File: src/rtl/nzs_pkg.sv
package nzs_pkg;

	localparam int ZONE_W   = 6;
	localparam int CFG_IDX_W = 2;
	localparam int CFG_W    = 6;

	// Coordinates are in 1e-7 degree units
	localparam int DEG_UNITS     = 10000000;
	localparam int HALF_DEG      = 5000000;
	localparam int DEG_W         = 7;          // rounded |lat| in degrees is below 128
	localparam int RECIP_SHIFT   = 54;
	// ceil(2^54 / 1e7): exact floor(x / 1e7) for every x below 2^31
	localparam logic [30:0] DEG_RECIP = 31'd1801439851;
	localparam int DIFF_W        = 34;         // signed coordinate difference
	localparam int MAG_W         = 31;         // magnitude of a difference
	localparam int COS_W         = 16;
	localparam int COS_FRAC      = 15;
	localparam int COS_MAX_DEG   = 90;
	localparam int DIST_W        = 63;

	localparam logic signed [DIFF_W-1:0] HALF_TURN     = 34'sd1800000000;
	localparam logic signed [DIFF_W-1:0] NEG_HALF_TURN = -HALF_TURN;
	localparam logic signed [DIFF_W-1:0] FULL_TURN     = 34'sd3600000000;

	localparam int NUM_CENTROIDS = 34;

	typedef enum logic [CFG_IDX_W-1:0] {
		REG_AUTO_MODE   = 2'd0,
		REG_MANUAL_ZONE = 2'd1
	} cfg_reg_t;

	typedef enum logic [1:0] {
		OUT_MANUAL = 2'd0,
		OUT_NO_FIX = 2'd1,
		OUT_SAME   = 2'd2,
		OUT_NEW    = 2'd3
	} outcome_t;

	typedef enum logic [1:0] {
		JOB_MANUAL = 2'd0,
		JOB_NO_FIX = 2'd1,
		JOB_SEARCH = 2'd2
	} job_kind_t;

	typedef struct packed {
		logic signed [30:0] lat_e7;
		logic signed [31:0] lon_e7;
	} in_item_t;

	typedef struct packed {
		logic [ZONE_W-1:0] zone;
		logic [1:0]        outcome;
	} out_item_t;

	typedef struct packed {
		logic              load;      // latch the fix and start a new job
		logic              issue;     // push one centroid into the distance pipe
		logic [ZONE_W-1:0] idx;
		logic              finish;    // write the result transaction
		job_kind_t         kind;
	} nzs_cmd_t;

	typedef struct packed {
		logic fix_zero;
		logic pipe_busy;
		logic out_free;
	} nzs_status_t;

	localparam logic signed [8:0] LAT_TABLE [NUM_CENTROIDS] = '{
		9'sd0, 9'sd38, 9'sd40, 9'sd34, 9'sd38, 9'sd40, 9'sd64, 9'sd21, 9'sd45, 9'sd48, 9'sd19,
		-9'sd23, -9'sd34, -9'sd33, 9'sd4,
		9'sd54, 9'sd50, 9'sd45, 9'sd55, -9'sd29, 9'sd6, -9'sd1,
		9'sd24, 9'sd30, 9'sd22, 9'sd15, 9'sd35, 9'sd1, 9'sd36, 9'sd37,
		-9'sd30, -9'sd25, -9'sd33, -9'sd41
	};

	localparam logic signed [8:0] LON_TABLE [NUM_CENTROIDS] = '{
		9'sd0, -9'sd121, -9'sd110, -9'sd112, -9'sd95, -9'sd77, -9'sd150, -9'sd157,
		-9'sd63, -9'sd56, -9'sd99,
		-9'sd46, -9'sd58, -9'sd71, -9'sd74,
		-9'sd2, 9'sd10, 9'sd25, 9'sd37, 9'sd25, 9'sd3, 9'sd37,
		9'sd54, 9'sd70, 9'sd79, 9'sd101, 9'sd105, 9'sd104, 9'sd138, 9'sd127,
		9'sd120, 9'sd133, 9'sd151, 9'sd174
	};

	localparam logic [COS_W-1:0] COS_TABLE [COS_MAX_DEG+1] = '{
		16'd32768, 16'd32763, 16'd32748, 16'd32723, 16'd32688, 16'd32643, 16'd32588,
		16'd32524, 16'd32449, 16'd32365,
		16'd32270, 16'd32166, 16'd32052, 16'd31928, 16'd31795, 16'd31651, 16'd31499,
		16'd31336, 16'd31164, 16'd30983,
		16'd30792, 16'd30592, 16'd30382, 16'd30163, 16'd29935, 16'd29698, 16'd29452,
		16'd29197, 16'd28932, 16'd28659,
		16'd28378, 16'd28087, 16'd27789, 16'd27481, 16'd27166, 16'd26842, 16'd26510,
		16'd26169, 16'd25821, 16'd25465,
		16'd25102, 16'd24730, 16'd24351, 16'd23965, 16'd23571, 16'd23170, 16'd22763,
		16'd22348, 16'd21926, 16'd21498,
		16'd21063, 16'd20622, 16'd20174, 16'd19720, 16'd19261, 16'd18795, 16'd18324,
		16'd17847, 16'd17364, 16'd16877,
		16'd16384, 16'd15886, 16'd15384, 16'd14876, 16'd14365, 16'd13848, 16'd13328,
		16'd12803, 16'd12275, 16'd11743,
		16'd11207, 16'd10668, 16'd10126, 16'd9580, 16'd9032, 16'd8481, 16'd7927,
		16'd7371, 16'd6813, 16'd6252,
		16'd5690, 16'd5126, 16'd4560, 16'd3993, 16'd3425, 16'd2856, 16'd2286,
		16'd1715, 16'd1144, 16'd572,
		16'd0
	};

	// Centroid latitude in 1e-7 degree; slots past the table hold (0, 0)
	function automatic logic signed [31:0] zone_lat_e7(logic [ZONE_W-1:0] idx);
		logic signed [8:0] d;
		d = (idx < ZONE_W'(NUM_CENTROIDS)) ? LAT_TABLE[idx] : 9'sd0;
		return 32'(d) * 32'sd10000000;
	endfunction

	function automatic logic signed [31:0] zone_lon_e7(logic [ZONE_W-1:0] idx);
		logic signed [8:0] d;
		d = (idx < ZONE_W'(NUM_CENTROIDS)) ? LON_TABLE[idx] : 9'sd0;
		return 32'(d) * 32'sd10000000;
	endfunction

	// Cosine by whole degree, saturated at 90
	function automatic logic [COS_W-1:0] cos_lut(logic [DEG_W-1:0] deg);
		return COS_TABLE[(deg > 7'(COS_MAX_DEG)) ? 7'(COS_MAX_DEG) : deg];
	endfunction

endpackage

File: src/rtl/nzs_ctrl.sv
module nzs_ctrl #(
	parameter int NUM_ZONES = 34
) (
	input  logic                clk,
	input  logic                arst_n,
	input  logic                in_valid,
	output logic                in_stall,
	input  logic                auto_mode,
	input  nzs_pkg::nzs_status_t status,
	output nzs_pkg::nzs_cmd_t    cmd
);

	localparam int ZW = (NUM_ZONES > 2) ? $clog2(NUM_ZONES) : 1;

	typedef enum logic [1:0] {
		ST_IDLE,
		ST_SCAN,
		ST_DRAIN,
		ST_FINISH
	} state_t;

	state_t              state_q;
	logic [ZW-1:0]       idx_q;
	nzs_pkg::job_kind_t  kind_q;
	logic                accept;
	logic                last_zone;

	assign in_stall  = (state_q != ST_IDLE);
	assign accept    = in_valid && !in_stall;
	assign last_zone = (idx_q == ZW'(NUM_ZONES - 1));

	always_comb begin
		cmd          = '0;
		cmd.kind     = kind_q;
		cmd.load     = accept;
		cmd.issue    = (state_q == ST_SCAN);
		cmd.idx      = nzs_pkg::ZONE_W'(idx_q);
		cmd.finish   = (state_q == ST_FINISH) && status.out_free;
	end

	always_ff @(posedge clk or negedge arst_n) begin
		if (!arst_n) begin
			state_q <= ST_IDLE;
			idx_q   <= '0;
			kind_q  <= nzs_pkg::JOB_MANUAL;
		end else begin
			unique case (state_q)
				ST_IDLE: begin
					if (accept) begin
						if (!auto_mode) begin
							kind_q  <= nzs_pkg::JOB_MANUAL;
							state_q <= ST_FINISH;
						end else if (status.fix_zero) begin
							kind_q  <= nzs_pkg::JOB_NO_FIX;
							state_q <= ST_FINISH;
						end else begin
							// cosine is ready before the first centroid reaches the scaler
							kind_q  <= nzs_pkg::JOB_SEARCH;
							idx_q   <= ZW'(1);
							state_q <= ST_SCAN;
						end
					end
				end
				ST_SCAN: begin
					if (last_zone) begin
						state_q <= ST_DRAIN;
					end else begin
						idx_q <= idx_q + ZW'(1);
					end
				end
				ST_DRAIN: begin
					if (!status.pipe_busy) begin
						state_q <= ST_FINISH;
					end
				end
				ST_FINISH: begin
					if (status.out_free) begin
						state_q <= ST_IDLE;
					end
				end
			endcase
		end
	end

endmodule

File: config.mk
export PLATFORM = sky130hd
export DESIGN_NAME = nzs_ctrl
export DESIGN_NICKNAME = d
export VERILOG_FILES = /design/src/rtl/nzs_pkg.sv /design/src/rtl/nzs_ctrl.sv
export SDC_FILE = /design/constraint.sdc
export NUM_CORES = 1
export LEC_CHECK = 0
export ABC_AREA = 1
export BUFFER_PORTS_ARGS = -buffer_cell sky130_fd_sc_hd__buf_2
export CAP_MARGIN = 20
export CORE_MARGIN = 1
export CORE_UTILIZATION = 45
export CTS_CLUSTER_SIZE = 20
export DETAILED_ROUTE_END_ITERATION = 10
export PLACE_DENSITY = 0.68
export SLEW_MARGIN = 20
export SYNTH_ARGS = -nofsm -noshare
export SYNTH_HDL_FRONTEND = slang
export SYNTH_SLANG_ARGS = --single-unit
File: constraint.sdc
create_clock -name clk -period 1.4 [get_ports clk]
set_clock_uncertainty 0.2 [all_clocks]
set_input_delay 0.14 -clock clk [delete_from_list [all_inputs] [get_ports clk]]
set_output_delay 0.14 -clock clk [all_outputs]
set_load 0.01 [all_outputs]
==> metrics.md <==
| Metric | Value |
|---|---|
| Status | `finished, violations left` |
| Failing checks | `negative setup slack` |
| Rel. slew slack | `0.8145` |
| Clock slew at reported path FFs | `70 ps` |
| Setup ws final | `-204.3 ps` |
| HPWL Detailed | `1282 µm` |
| Mapped cell area | `742.0 µm²` |
| Pint | `1288 µW` |
| Fin cells | `156` |
| Starting Density | `0.4869` |
| Diodes inserted | `0` |
| Hold Crit Class | `input pin to flop` |
| GRT Util Overall | `0.2362` |
| Most frequent cells in the layout | `nand2_1, buf_2, inv_1, buf_4` |
| Leak Pwr | `0.0006322 µW` |
| Peak Freq | `623.3 MHz` |
| NetSw | `1056 µW` |
| Clock Tree Buf Depth | `2` |
| Die ar. | `1815 µm²` |
| H-tree depth | `1` |
| Placed cell count | `143` |
| Ys Warns | `0` |
| Largest net degree at the start of global routing | `11` |
| Post-synth cell types | `20` |
| Clk_lat worst skew | `270 ps` |
| Power Density | `2112 nW/µm²` |
| Iteration-0 DRC Markers | `26` |
| Switching Share | `0.4507` |
| Final Power | `2344 µW` |
| #FFs+latches synth | `10` |
| # IOs | `19` |
| Row cnt | `14` |
| Post-synthesis sequential area ratio | `0.3373` |
| Ordered list of cells on the worst path | `inv_2, ha_2, buf_12, buf_2` |
| Detailed Route WL | `1977 µm` |
| WL/cell | `12.67 µm` |
| Sequential Power Share | `0.236` |
| Grt met1 use | `0.2880` |
| Max-cap violation count | `0` |
| # DRC | `0` |
| Drt pass-1 iters | `4` |
| Grt peak-use layer | `met2` |
| CTS tree | `yes` |
| Crit end category | `primary output` |
| ANT nets after route | `0` |
| Syn_nets | `116` |
| Met3 usage | `0.05172` |
| Number of fill cells in the layout | `124` |
| Final setup viols | `12` |
| Worst-Margin Slew | `277.5 ps` |
| Initial antenna violation count | `0` |
| M2 GR Usage | `0.4092` |
| CP Data Required Time | `1060 ps` |
| Comb power frac | `0.670` |
| Vias in the first global route | `770` |
| First-pass GRT wire length | `3180 µm` |
| Root Buffer | `clkbuf_4` |
| Mapped Avg Cell Area | `7.274 µm²` |
| RSZ-0062 raised after global routing | `yes` |
| IO buf count | `18` |
| Worst-path fanout max | `5` |
| Final worst path period share | `1.146` |
| VDD IR-drop max | `1.383 mV` |
| Most common cell after layout, fill and taps aside | `nand2_1` |
| Final Hold Viols | `0` |
| Startpoint Class | `flop` |
| Layout net count | `155` |
| CORE AREA | `1524 µm²` |
| Die X | `42.61 µm` |
| Critical-path top delay cell | `dfrtp_1` |
| GP Congestion | `0.8591` |
| Share of cells above drive strength 1 | `0.4286` |
| Final Critical Period | `1604 ps` |
| Max incr delay on CP | `440 ps` |
| Inserted Clock Buffers | `3` |
| Pins Over Slew Limit | `0` |
| DIE HEIGHT | `42.61 µm` |
| DR vias | `838` |
| Area delta synth->final | `49.58%` |
| Clock Power Share | `0.094` |
| Crit Path Category | `flop to primary output` |
| Syn Inst Count | `102` |
| Gr ovfl total | `0` |
| # clock sinks | `10` |
| Worst EP arrival | `1260 ps` |
| Vias per inst | `5.372` |
registers in the layout (all words and copies together) (netlist names):
signal   count
kind_q       2
idx_q        6
state_q      2
stage by stage:
stage	utilization	TNS, ps	instance area [µm²]	setup slack [ps]	hold WS [ps]
4_1_cts	0.6979	-1520	1064	-182.0	-2.259
3_3_place_gp	0.6059	-738.9	923.4	-130.0	-185.1
6_report	0.7282	-1801	1110	-204.3	19.66
5_1_grt	0.7282	-2623	1110	-264.5	42.75
2_1_floorplan	-	0	748.2	0.3598	-355.6
3_5_place_dp	0.6059	-1090	923.4	-177.7	-183.0
worst max-delay path: cells and delay by family, from the launching register on:
| kind | cells | cell delay (ps) |
|---|---|---|
| buffers and inverters | 3 | 360 |
| adder cells (fa/ha/maj) | 1 | 210 |
| flip-flops | 1 | 440 |
layer usage:
| layer | wire, µm | part of all wire | up-vias |
|---|---|---|---|
| li1 | - | - | 397 |
| met1 | 893 | 0.45 | 402 |
| met2 | 963 | 0.49 | 35 |
| met3 | 98 | 0.050 | 4 |
| met4 | 21 | 0.011 | 0 |
| met5 | 0 | 0 | - |
path summary, 6_finish.rpt:
check,startpoint,to,slack (ps),depth (start not counted)
min in group asynchronous,arst_n,kind_q[1],70,2
hold reg to reg,kind_q[1],kind_q[1],280,2
setup / recovery,state_q[1],cmd[9],-200,4
setup reg to reg,state_q[1],idx_q[4],-190,6
max in group asynchronous,arst_n,state_q[0],710,2
hold / removal,auto_mode,kind_q[0],20,3
area by class of cell:
cell class	instances	area, µm²	area share
multi-input combinational	71	473.0	0.4262
sequential	10	252.7	0.2277
inverter	20	80.08	0.07215
clock buffer	4	26.28	0.02368
timing repair buffer	35	257.7	0.2322
tap	16	20.02	0.01804
Yosys cell counts, drive strengths merged:
| cell type | instances | area share |
|---|---|---|
| nand2 | 34 | 0.18 |
| ha | 7 | 0.12 |
| inv | 20 | 0.10 |
| xor2 | 1 | 0.012 |
| dfrtp | 10 | 0.34 |
| o21ai | 2 | 0.013 |
| nand3 | 12 | 0.11 |
| buf | 1 | 0.010 |
| nand4 | 5 | 0.042 |
| a21oi | 1 | 0.0067 |
| nor2 | 6 | 0.044 |
| o31ai | 1 | 0.010 |
| o21bai | 1 | 0.010 |
| or2 | 1 | 0.0084 |
power groups by stage:
| stage | combinational, µW | clock, µW | sequential [µW] |
|---|---|---|---|
| 2_1_floorplan | 669 | 0 | 572 |
| 3_3_place_gp | 1140 | 0 | 524 |
| 3_5_place_dp | 1170 | 0 | 531 |
| 4_1_cts | 1410 | 222 | 534 |
| 5_1_grt | 1700 | 235 | 570 |
| 6_report | 1570 | 221 | 553 |
cell families (layout without fill, tap and decap cells):
family	Yosys count	count (layout)	synth area share
compound gates	5	5	0.04047
xor+xnor	1	1	0.01181
fa+ha+maj	7	7	0.1180
buf+inv	21	59	0.1113
flops	10	10	0.3373
simple gates	58	58	0.3811
repair_timing:
action / 4_1_cts / 5_1_grt
hold buffers: 3 / 0
resized for setup: 15 / 9
buffers inserted: 4 / 2
pin swaps: 14 / 7
endpoints found under the setup margin: 12 / 12
endpoints found under the hold margin: 12 / 0
(Power assumes the default switching activity.)
